**src/rtl/core/tdl_pkg.sv**
```systemverilog
// ----------------------------------------------------------------------------
// tdl_pkg
// Shared codes, character constants and types of the template delimiter lexer.
// ----------------------------------------------------------------------------
package tdl_pkg;

  localparam int MAX_RES = 3;
  localparam int CNT_W   = $clog2(MAX_RES + 1);
  localparam int IDX_W   = $clog2(MAX_RES);

  localparam logic [7:0] CH_OPEN   = 8'h7B;
  localparam logic [7:0] CH_QMARK  = 8'h3F;
  localparam logic [7:0] CH_CLOSE  = 8'h7D;
  localparam logic [7:0] CH_SQUOTE = 8'h27;
  localparam logic [7:0] CH_DQUOTE = 8'h22;
  localparam logic [7:0] CH_BSLASH = 8'h5C;

  // lexer mode codes
  localparam logic [1:0] MODE_TEXT  = 2'd0;
  localparam logic [1:0] MODE_OPEN  = 2'd1;
  localparam logic [1:0] MODE_CODE  = 2'd2;
  localparam logic [1:0] MODE_QMARK = 2'd3;

  // quote kind codes
  localparam logic [1:0] QUOTE_NONE   = 2'd0;
  localparam logic [1:0] QUOTE_SINGLE = 2'd1;
  localparam logic [1:0] QUOTE_DOUBLE = 2'd2;

  typedef struct packed {
    logic [1:0] mode;
    logic [1:0] quote;
    logic       esc;
  } lex_state_t;

  typedef struct packed {
    logic [7:0] out_byte;
    logic       byte_valid;
    logic       in_code;
    logic       segment_end;
  } lex_res_t;

  typedef lex_res_t [MAX_RES-1:0] lex_bundle_t;

endpackage

```
**src/rtl/core/tdl_if.sv**
```systemverilog
// ----------------------------------------------------------------------------
// tdl_if
// Valid/ready channels for source bytes and lexer results.
// ----------------------------------------------------------------------------
interface tdl_in_if;
  logic       valid;
  logic       ready;
  logic [7:0] char_in;
  logic       end_of_text;

  modport source (output valid, output char_in, output end_of_text, input ready);
  modport sink (input valid, input char_in, input end_of_text, output ready);
endinterface

interface tdl_out_if;
  logic       valid;
  logic       ready;
  logic [7:0] out_byte;
  logic       byte_valid;
  logic       in_code;
  logic       segment_end;
  logic       last_of_run;

  modport source (output valid, output out_byte, output byte_valid, output in_code,
                  output segment_end, output last_of_run, input ready);
  modport sink (input valid, input out_byte, input byte_valid, input in_code,
                input segment_end, input last_of_run, output ready);
endinterface

```
**src/rtl/core/template_delimiter_lexer_unit.sv**
```systemverilog
// ----------------------------------------------------------------------------
// template_delimiter_lexer_unit
// Splits a template byte stream into text and code segments at '{?' / '?}'.
// ----------------------------------------------------------------------------
// in_chan carries one source byte per transfer with end_of_text on the last
// byte of a source. out_chan carries results: passed-on bytes tagged text or
// code, and pure segment-end marks; last_of_run flags the final result of a
// source byte. A byte may yield no result at all (a held '{', '?' or an
// escape backslash).
// The first result of a byte is offered the cycle after its transfer. A
// byte's results leave the result register one per transfer; the next
// byte is taken in the cycle its last result leaves, so bytes with at most
// one result stream at one per cycle while out_chan does not stall. The
// result register is the only limit on rate.
// A stall on out_chan holds the current result and backs up in_chan once
// the result register cannot be freed.
// Reset returns the lexer to plain text, no quote open, no escape pending,
// and drops any results not yet delivered. After end_of_text the lexer
// also returns to that state, so the next byte starts a new source.
// ----------------------------------------------------------------------------
module template_delimiter_lexer_unit (
  input  logic      clk,
  input  logic      rst_n,
  tdl_in_if.sink    in_chan,
  tdl_out_if.source out_chan
);
  import tdl_pkg::*;

  logic             accept;
  logic             can_load;
  lex_bundle_t      res;
  logic [CNT_W-1:0] res_cnt;

  assign in_chan.ready = can_load;
  assign accept        = in_chan.valid && can_load;

  tdl_scan u_scan (
    .clk         (clk),
    .rst_n       (rst_n),
    .accept      (accept),
    .char_in     (in_chan.char_in),
    .end_of_text (in_chan.end_of_text),
    .res         (res),
    .res_cnt     (res_cnt)
  );

  tdl_emit u_emit (
    .clk      (clk),
    .rst_n    (rst_n),
    .load     (accept),
    .res      (res),
    .res_cnt  (res_cnt),
    .can_load (can_load),
    .out_chan (out_chan)
  );

endmodule

```
**src/rtl/core/tdl_scan.sv**
```systemverilog
// ----------------------------------------------------------------------------
// tdl_scan
// Lexer state register and the per-byte decision that yields up to three
// results for one source byte.
// ----------------------------------------------------------------------------
module tdl_scan (
  input  logic                 clk,
  input  logic                 rst_n,
  input  logic                 accept,
  input  logic [7:0]           char_in,
  input  logic                 end_of_text,
  output tdl_pkg::lex_bundle_t res,
  output logic [tdl_pkg::CNT_W-1:0] res_cnt
);
  import tdl_pkg::*;

  lex_state_t st_r;
  lex_state_t st_nxt;

  always_comb begin
    logic       do_text;
    logic       do_code;
    logic [7:0] q;
    lex_state_t s;
    logic [CNT_W-1:0] n;
    lex_bundle_t r;

    s       = st_r;
    n       = '0;
    r       = '0;
    q       = 8'h00;
    do_text = 1'b0;
    do_code = 1'b0;

    // resolve a pending delimiter first
    case (s.mode)
      MODE_TEXT: begin
        do_text = 1'b1;
      end
      MODE_OPEN: begin
        if (char_in == CH_QMARK) begin
          r[n[IDX_W-1:0]] = '{8'h00, 1'b0, 1'b0, 1'b1};
          n = n + 1'b1;
          s.mode = MODE_CODE;
        end else begin
          r[n[IDX_W-1:0]] = '{CH_OPEN, 1'b1, 1'b0, 1'b0};
          n = n + 1'b1;
          s.mode = MODE_TEXT;
          do_text = 1'b1;
        end
      end
      MODE_CODE: begin
        do_code = 1'b1;
      end
      default: begin
        if (char_in == CH_CLOSE) begin
          r[n[IDX_W-1:0]] = '{8'h00, 1'b0, 1'b1, 1'b1};
          n = n + 1'b1;
          s.mode = MODE_TEXT;
        end else begin
          r[n[IDX_W-1:0]] = '{CH_QMARK, 1'b1, 1'b1, 1'b0};
          n = n + 1'b1;
          s.mode = MODE_CODE;
          do_code = 1'b1;
        end
      end
    endcase

    if (do_text) begin
      if (char_in == CH_OPEN) begin
        s.mode = MODE_OPEN;
      end else begin
        r[n[IDX_W-1:0]] = '{char_in, 1'b1, 1'b0, 1'b0};
        n = n + 1'b1;
      end
    end

    if (do_code) begin
      q = (s.quote == QUOTE_SINGLE) ? CH_SQUOTE : CH_DQUOTE;
      if (s.esc) begin
        r[n[IDX_W-1:0]] = '{CH_BSLASH, 1'b1, 1'b1, 1'b0};
        n = n + 1'b1;
        r[n[IDX_W-1:0]] = '{char_in, 1'b1, 1'b1, 1'b0};
        n = n + 1'b1;
        s.esc = 1'b0;
      end else if (s.quote == QUOTE_SINGLE || s.quote == QUOTE_DOUBLE) begin
        if (char_in == q) begin
          r[n[IDX_W-1:0]] = '{char_in, 1'b1, 1'b1, 1'b0};
          n = n + 1'b1;
          s.quote = QUOTE_NONE;
        end else if (char_in == CH_BSLASH) begin
          s.esc = 1'b1;
        end else begin
          r[n[IDX_W-1:0]] = '{char_in, 1'b1, 1'b1, 1'b0};
          n = n + 1'b1;
        end
      end else begin
        if (char_in == CH_SQUOTE) begin
          r[n[IDX_W-1:0]] = '{char_in, 1'b1, 1'b1, 1'b0};
          n = n + 1'b1;
          s.quote = QUOTE_SINGLE;
        end else if (char_in == CH_DQUOTE) begin
          r[n[IDX_W-1:0]] = '{char_in, 1'b1, 1'b1, 1'b0};
          n = n + 1'b1;
          s.quote = QUOTE_DOUBLE;
        end else if (char_in == CH_QMARK) begin
          s.mode = MODE_QMARK;
        end else begin
          r[n[IDX_W-1:0]] = '{char_in, 1'b1, 1'b1, 1'b0};
          n = n + 1'b1;
        end
      end
    end

    // close out the source: flush a trailing brace, end an open text segment
    if (end_of_text) begin
      if (s.mode == MODE_OPEN) begin
        r[n[IDX_W-1:0]] = '{CH_OPEN, 1'b1, 1'b0, 1'b0};
        n = n + 1'b1;
      end
      if (s.mode == MODE_TEXT || s.mode == MODE_OPEN) begin
        r[n[IDX_W-1:0]] = '{8'h00, 1'b0, 1'b0, 1'b1};
        n = n + 1'b1;
      end
      s = '{MODE_TEXT, QUOTE_NONE, 1'b0};
    end

    st_nxt  = s;
    res     = r;
    res_cnt = n;
  end

  always_ff @(posedge clk) begin
    if (!rst_n) begin
      st_r <= '{MODE_TEXT, QUOTE_NONE, 1'b0};
    end else if (accept) begin
      st_r <= st_nxt;
    end
  end

endmodule

```
**src/rtl/core/tdl_emit.sv**
```systemverilog
// ----------------------------------------------------------------------------
// tdl_emit
// Result register holding one byte's results; presents them one per
// transfer and frees itself on the last one.
// ----------------------------------------------------------------------------
module tdl_emit (
  input  logic                 clk,
  input  logic                 rst_n,
  input  logic                 load,
  input  tdl_pkg::lex_bundle_t res,
  input  logic [tdl_pkg::CNT_W-1:0] res_cnt,
  output logic                 can_load,
  tdl_out_if.source            out_chan
);
  import tdl_pkg::*;

  lex_bundle_t      bundle_r;
  logic [CNT_W-1:0] cnt_r;
  logic [CNT_W-1:0] idx_r;
  logic             take;
  logic             last;
  lex_res_t         cur;

  assign cur      = bundle_r[idx_r[IDX_W-1:0]];
  assign last     = (idx_r == cnt_r - 1'b1);
  assign take     = out_chan.valid && out_chan.ready;
  assign can_load = !out_chan.valid || (take && last);

  assign out_chan.valid       = (cnt_r != '0);
  assign out_chan.out_byte    = cur.out_byte;
  assign out_chan.byte_valid  = cur.byte_valid;
  assign out_chan.in_code     = cur.in_code;
  assign out_chan.segment_end = cur.segment_end;
  assign out_chan.last_of_run = last;

  always_ff @(posedge clk) begin
    if (load) begin
      bundle_r <= res;
    end
  end

  always_ff @(posedge clk) begin
    if (!rst_n) begin
      cnt_r <= '0;
      idx_r <= '0;
    end else if (load) begin
      cnt_r <= res_cnt;
      idx_r <= '0;
    end else if (take && last) begin
      cnt_r <= '0;
      idx_r <= '0;
    end else if (take) begin
      idx_r <= idx_r + 1'b1;
    end
  end

endmodule
```
**src/flat_wrapper.sv**
```systemverilog
// flat-port wrapper written by rule: the top's interface ports become plain ports
module template_delimiter_lexer_unit_flat import tdl_pkg::*;
  (clk, rst_n, in_chan_valid, in_chan_char_in, in_chan_end_of_text, in_chan_ready, out_chan_valid, out_chan_out_byte, out_chan_byte_valid, out_chan_in_code, out_chan_segment_end, out_chan_last_of_run, out_chan_ready);
  tdl_in_if in_chan_i ();
  tdl_out_if out_chan_i ();
  input  logic clk;
  input  logic rst_n;
  input wire logic [$bits(in_chan_i.valid)-1:0] in_chan_valid;
  input wire logic [$bits(in_chan_i.char_in)-1:0] in_chan_char_in;
  input wire logic [$bits(in_chan_i.end_of_text)-1:0] in_chan_end_of_text;
  output wire logic [$bits(in_chan_i.ready)-1:0] in_chan_ready;
  output wire logic [$bits(out_chan_i.valid)-1:0] out_chan_valid;
  output wire logic [$bits(out_chan_i.out_byte)-1:0] out_chan_out_byte;
  output wire logic [$bits(out_chan_i.byte_valid)-1:0] out_chan_byte_valid;
  output wire logic [$bits(out_chan_i.in_code)-1:0] out_chan_in_code;
  output wire logic [$bits(out_chan_i.segment_end)-1:0] out_chan_segment_end;
  output wire logic [$bits(out_chan_i.last_of_run)-1:0] out_chan_last_of_run;
  input wire logic [$bits(out_chan_i.ready)-1:0] out_chan_ready;
  assign in_chan_i.valid = in_chan_valid;
  assign in_chan_i.char_in = in_chan_char_in;
  assign in_chan_i.end_of_text = in_chan_end_of_text;
  assign in_chan_ready = in_chan_i.ready;
  assign out_chan_valid = out_chan_i.valid;
  assign out_chan_out_byte = out_chan_i.out_byte;
  assign out_chan_byte_valid = out_chan_i.byte_valid;
  assign out_chan_in_code = out_chan_i.in_code;
  assign out_chan_segment_end = out_chan_i.segment_end;
  assign out_chan_last_of_run = out_chan_i.last_of_run;
  assign out_chan_i.ready = out_chan_ready;
  template_delimiter_lexer_unit u_core (.clk(clk), .rst_n(rst_n), .in_chan(in_chan_i), .out_chan(out_chan_i));
endmodule
```
**config.mk**
```make
export PLATFORM = sky130hd
export DESIGN_NAME = template_delimiter_lexer_unit_flat
export DESIGN_NICKNAME = d
export VERILOG_FILES = /design/src/rtl/core/tdl_pkg.sv /design/src/rtl/core/tdl_if.sv /design/src/rtl/core/template_delimiter_lexer_unit.sv /design/src/rtl/core/tdl_scan.sv /design/src/rtl/core/tdl_emit.sv /design/src/flat_wrapper.sv
export SDC_FILE = /design/constraint.sdc
export NUM_CORES = 1
export LEC_CHECK = 0
export ABC_CLOCK_PERIOD_IN_PS = 5400
export BUFFER_PORTS_ARGS = -buffer_cell sky130_fd_sc_hd__buf_4
export CORE_UTILIZATION = 54
export DETAILED_ROUTE_END_ITERATION = 8
export PLACE_DENSITY = 0.73
export SLEW_MARGIN = 20
export SYNTH_ARGS = -nofsm -noshare
export SYNTH_HDL_FRONTEND = slang
export SYNTH_HIERARCHICAL = 1
export SYNTH_SLANG_ARGS = --single-unit
```
**constraint.sdc**
```tcl
create_clock -name clk -period 5.4 [get_ports clk]
set_input_delay 1.08 -clock clk [delete_from_list [all_inputs] [get_ports clk]]
set_output_delay 1.08 -clock clk [all_outputs]
set_load 0.005 [all_outputs]
```
* Word-level counts from Yosys, hierarchy flattened *
Cells that the tools add are included.

cells by class
  $add $sub $neg = 7
  order comparisons = 11
  eq/ne operators = 15
  muxes and demuxes = 74
  bitwise gates (word level) = 10
  reduce and logical (&&, ||, !) cells = 23

operators with widths
  operator             number
  $mux 33              14
  $demux 11 s2         5
  $bwmux 33            3
  $mux 11              6
  $mux 2               28
  $and 30x30->30       1
  $not 30->30          1
  $eq 8x6->1 const B   3
  $eq 8x7->1 const B   3
  $bmux 11 s2          1
  $or 21x21->21        1
  $pmux 10 s2          1
  $lt 2x3->1 const B   6
  $or 18x18->18        1
  $and 15x15->15       1
  $not 15->15          1
  $add 2x1->2 const B  6
  $and 12x12->12       1
  $not 12->12          1
  $ge 2x1->1 const B   5
  $mux 10              1
  $mux 5               2
  $mux 9               1
  $eq 8x6->1           1
  23 further kinds     46

word-level totals
  flip-flop bits (word level) = 42
  input port bits = 13
  output and inout bits = 14
  logic and storage cells = 157

* Logic depth before layout (Yosys ltp) *
  word-level depth = 24
  mapped depth = 19
  depth with buffers taken out = 17

* By module *
The synthesis kept the hierarchy.

by module, submodules not included
  module                         times used  cells each  area an instance (µm²)  seq. area each (µm²)
  tdl_scan                       1           248         1679.1                  100.1
  tdl_emit                       1           101         1495.2                  1071.0
  template_delimiter_lexer_unit  1           1           6.3                     0.0

* Least setup slack after synthesis *
No wires, ideal clock.

  path type = in2reg
  start point = input port in_chan_char_in[4]
  end point = register u_core/u_emit/bundle_r[8] (netlist bit), data pin
  library setup time = 261 ps
  arrival = 4624 ps
  data required time = 5139 ps
  path slack = 516 ps
  stages = 18
  path buffers = 2
  cell sequence = buf_2 > nand4_4 > nor4b_4 > inv_4 > ha_1 > o2bb2ai_2 > ha_1 > a2111o_1 > a21oi_1 > nor2_1 > ha_1 > nor2_1 > a21o_1 > ha_1 > and2_1 > buf_6 > nor3_1 > a221o_1

RTL lines
  item                  RTL line           text
  start, declared       flat_wrapper.sv:9  input wire logic [$bits(in_chan_i.char_in)-1:0] in_chan_char_in;
  end signal, assigned  tdl_emit.sv:38     bundle_r <= res;
  end, declared         tdl_emit.sv:17     lex_bundle_t bundle_r;

==> run_results.csv <==
group,metric,value,unit
logic_synthesis,synth_seq_cells,42,
finish,diodes,0,
placement,hpwl,5.84,mm
finish,drive_above_1_share,0.164,
floorplan,die_h,78.7,um
global_routing,antenna_found_initial,0,
finish,area_growth,10.6,%
cts,cts.path.max_buffers,2,
timing,fmax,0.213,GHz
finish,nets,390,
critical_path,crit_chain,"buf_4 -> nand4_4 -> nor4b_4 -> inv_4 -> ha_1 -> o2bb2ai_2 -> ha_1 -> a2111o_1 -> a21oi_1 -> nor2_1 -> ha_1 -> nor2_1 -> a21o_1 -> ha_1 -> and2_1 -> nor3_1 -> a221o_1",
critical_path,start_kind,"primary input",
timing,fin_crit,4.69,ns
logic_synthesis,yosys_warnings,6,
critical_path,cp_common_cell,"ha_1",
cts,htree_num_levels,2,
cts,clock_latency,0.30,ns
cts,hold_buffers,0,
critical_path,critPathCaptureType,"register",
finish,stdcell_area,3520,sq um
logic_synthesis,synth_cell_type_count,65,
floorplan,core_area,5610,sq um
logic_synthesis,synth_flop_cell,"edfxtp_1",
placement,dpl_cell_area,3380,sq um
placement,place_congestion,0.961,
logic_synthesis,netlist_top_cells_area,"edfxtp_1 (31%), dfxtp_1 (5.7%), ha_1 (5.1%)",
logic_synthesis,synthArstFlopShare,0,
cts,numCtsBuffers,5,
critical_path,rr_worst_depth,14,
timing,setup_violations,0,
floorplan,core.rowCount,27,
timing,tightest_slew,0.860,ns
route,wl,7.94,mm
timing,slew_headroom,0.426,
global_routing,first_global_vias,2499,
run_status,outcome,"completed",
logic_synthesis,syn_area_per_cell,9.09,sq um
power_and_ir_drop,powerDensity,218,nW/um^2
floorplan,die_w,78.7,um
timing,drv_slew,0,
placement,io_buffers,26,
power_and_ir_drop,vdd_drop_max,0.000110,V
cts,cts_resized,0,
logic_synthesis,syn-num-nets,376,
logic_synthesis,syn-cell-area,3180,sq um
finish,nFillCells,493,
placement,pre_cts_slack,0.431,ns
hold_path,hp-class,"reg2reg",
cts,ctsRootBufferMaster,"clkbuf_8",
logic_synthesis,synth_edf_count,33,
critical_path,worst_path_largest_cell_delay,0.36,ns
route,via_per_inst,6.37,
finish,final_cell_mix,"nand2_1 (43), edfxtp_1 (33), buf_4 (32)",
timing,hold_viol_final,0,
route,ant_nets,0,
timing,setup_ws,0.709,ns
power_and_ir_drop,p_leak,0.00127,uW
timing,period_share,0.869,
route,drt_iter0_drc,327,
cts,cts_setup_buffers,0,
route,route.detailed.drc,0,
logic_synthesis,yosysSeqAreaShare,0.368,
critical_path,cpMaxStageDelayCell,"a2111o_1",
cts,clock_sinks,42,
power_and_ir_drop,fin_total_pwr,767,uW
finish,final_common_cell,"nand2_1",
critical_path,crit_type,"in2reg",
critical_path,cp_max_fo,11,
timing,fin_setup_tns,0,ns
logic_synthesis,synth_top_area_share,0.312,
critical_path,required,5.45,ns
floorplan,start_util,0.567,
flow_run,cap_violations,0,
global_routing,gr-total-overflow,0,
global_routing,track_usage,0.269,
logic_synthesis,synth_cells,350,
hold_path,hold-path-cell-count,2,
floorplan,die_area,6200,sq um
floorplan,ios,27,
timing,rsz0062_at_grt,"no",
cts,clkSlewWorstSetupHoldPaths,0.08,ns
route,avgRoutedWirePerCell,18.2,um
global_routing,grt_max_degree,43,
cts,cts_tree,"built",
timing,fin_skew,0.00565,ns
logic_synthesis,yosys.area.top_type,"edfxtp_1",
route,via_count,2784,
route,drt_pre_antenna_iters,5,
critical_path,arrival,4.74,ns
global_routing,grt_pass1_wl,12.6,mm
cell type report:
class	instances	area, sq um	area share
clock buffers	5	68.8	0.0196
well taps	72	90.1	0.0256
repair buffers	32	240	0.0683
multi-input cells	267	1820	0.516
inverters	16	62.6	0.0178
clock inverters	3	68.8	0.0196
flip-flops and latches	42	1170	0.333
state kept, by name, indices dropped and copies added (netlist names):
name	count
u_core/u_emit/idx_r	2
u_core/u_scan/st_r	5
u_core/u_emit/bundle_r	33
u_core/u_emit/cnt_r	2
report_power, final:
part	leakage [uW]	total, uW	internal, uW	switching [uW]
clock network	0.0000683	295	185	109
logic	0.000803	95.4	42.6	52.8
registers	0.000397	377	369	7.94
total	0.00127	767	597	170
metrics by stage:
| stage | hold WS [ns] | std cells | utilization |
|---|---|---|---|
| CTS | 0.468 | 437 | 0.627 |
| finish | 0.459 | 437 | 0.627 |
| global route | 0.503 | 437 | 0.627 |
| global placement | 0.449 | 429 | 0.603 |
| floorplan | 0.425 | 350 | - |
| detailed placement | 0.448 | 429 | 0.603 |
kinds of logic after synthesis:
family          after synthesis  synth area share
mux                          13            0.0409
flops                        42             0.368
fa+ha+maj                    13            0.0511
simple gates                120             0.201
xor+xnor                      6            0.0236
compound gates              115             0.255
buf+inv                      41            0.0606
layer usage:
layer | track usage | part of all wire | up-vias
met5 | 0 | 0 | -
met4 | 0.115 | 0.036 | 0
met3 | 0.0460 | 0.074 | 34
met2 | 0.427 | 0.45 | 157
met1 | 0.360 | 0.44 | 1270
li1 | - | - | 1323
worst max-delay path: cells and delay by family:
kind / cells / cell delay, ns
buffers and inverters: 2 / 0.26
and+or+nand+nor: 6 / 1.10
AOI/OAI and AO/OA: 5 / 1.16
adders and majority gates: 4 / 1.12
synthesized netlist by cell type (3+ instances only):
| cell | number |
|---|---|
| nand3_1 | 9 |
| nand2_1 | 43 |
| xnor2_2 | 3 |
| a211oi_1 | 4 |
| a21oi_1 | 25 |
| ha_1 | 13 |
| o31ai_1 | 4 |
| o21ai_0 | 22 |
| a311oi_1 | 4 |
| o22ai_1 | 4 |
| and2_1 | 13 |
| mux2i_1 | 13 |
| nand2b_1 | 4 |
| nor2_1 | 17 |
| edfxtp_1 | 33 |
| dfxtp_1 | 9 |
| nor3_1 | 8 |
| clkbuf_1 | 10 |
| inv_1 | 14 |
| buf_2 | 11 |
| a31oi_1 | 14 |
| a21o_1 | 6 |
| nor2b_1 | 6 |
| or3_1 | 3 |
worst paths after layout:
kind / from / end / slack [ns]
worst max-delay path: in_chan_char_in[3] / u_core/u_emit/bundle_r[8] / 0.71
worst min register to register: u_core/u_scan/st_r[2] / u_core/u_scan/st_r[2] / 0.46
worst max register to register: u_core/u_scan/st_r[4] / u_core/u_emit/bundle_r[8] / 1.26
worst min-delay path: u_core/u_scan/st_r[2] / u_core/u_scan/st_r[2] / 0.46
Power figures use the tool's default switching activity.
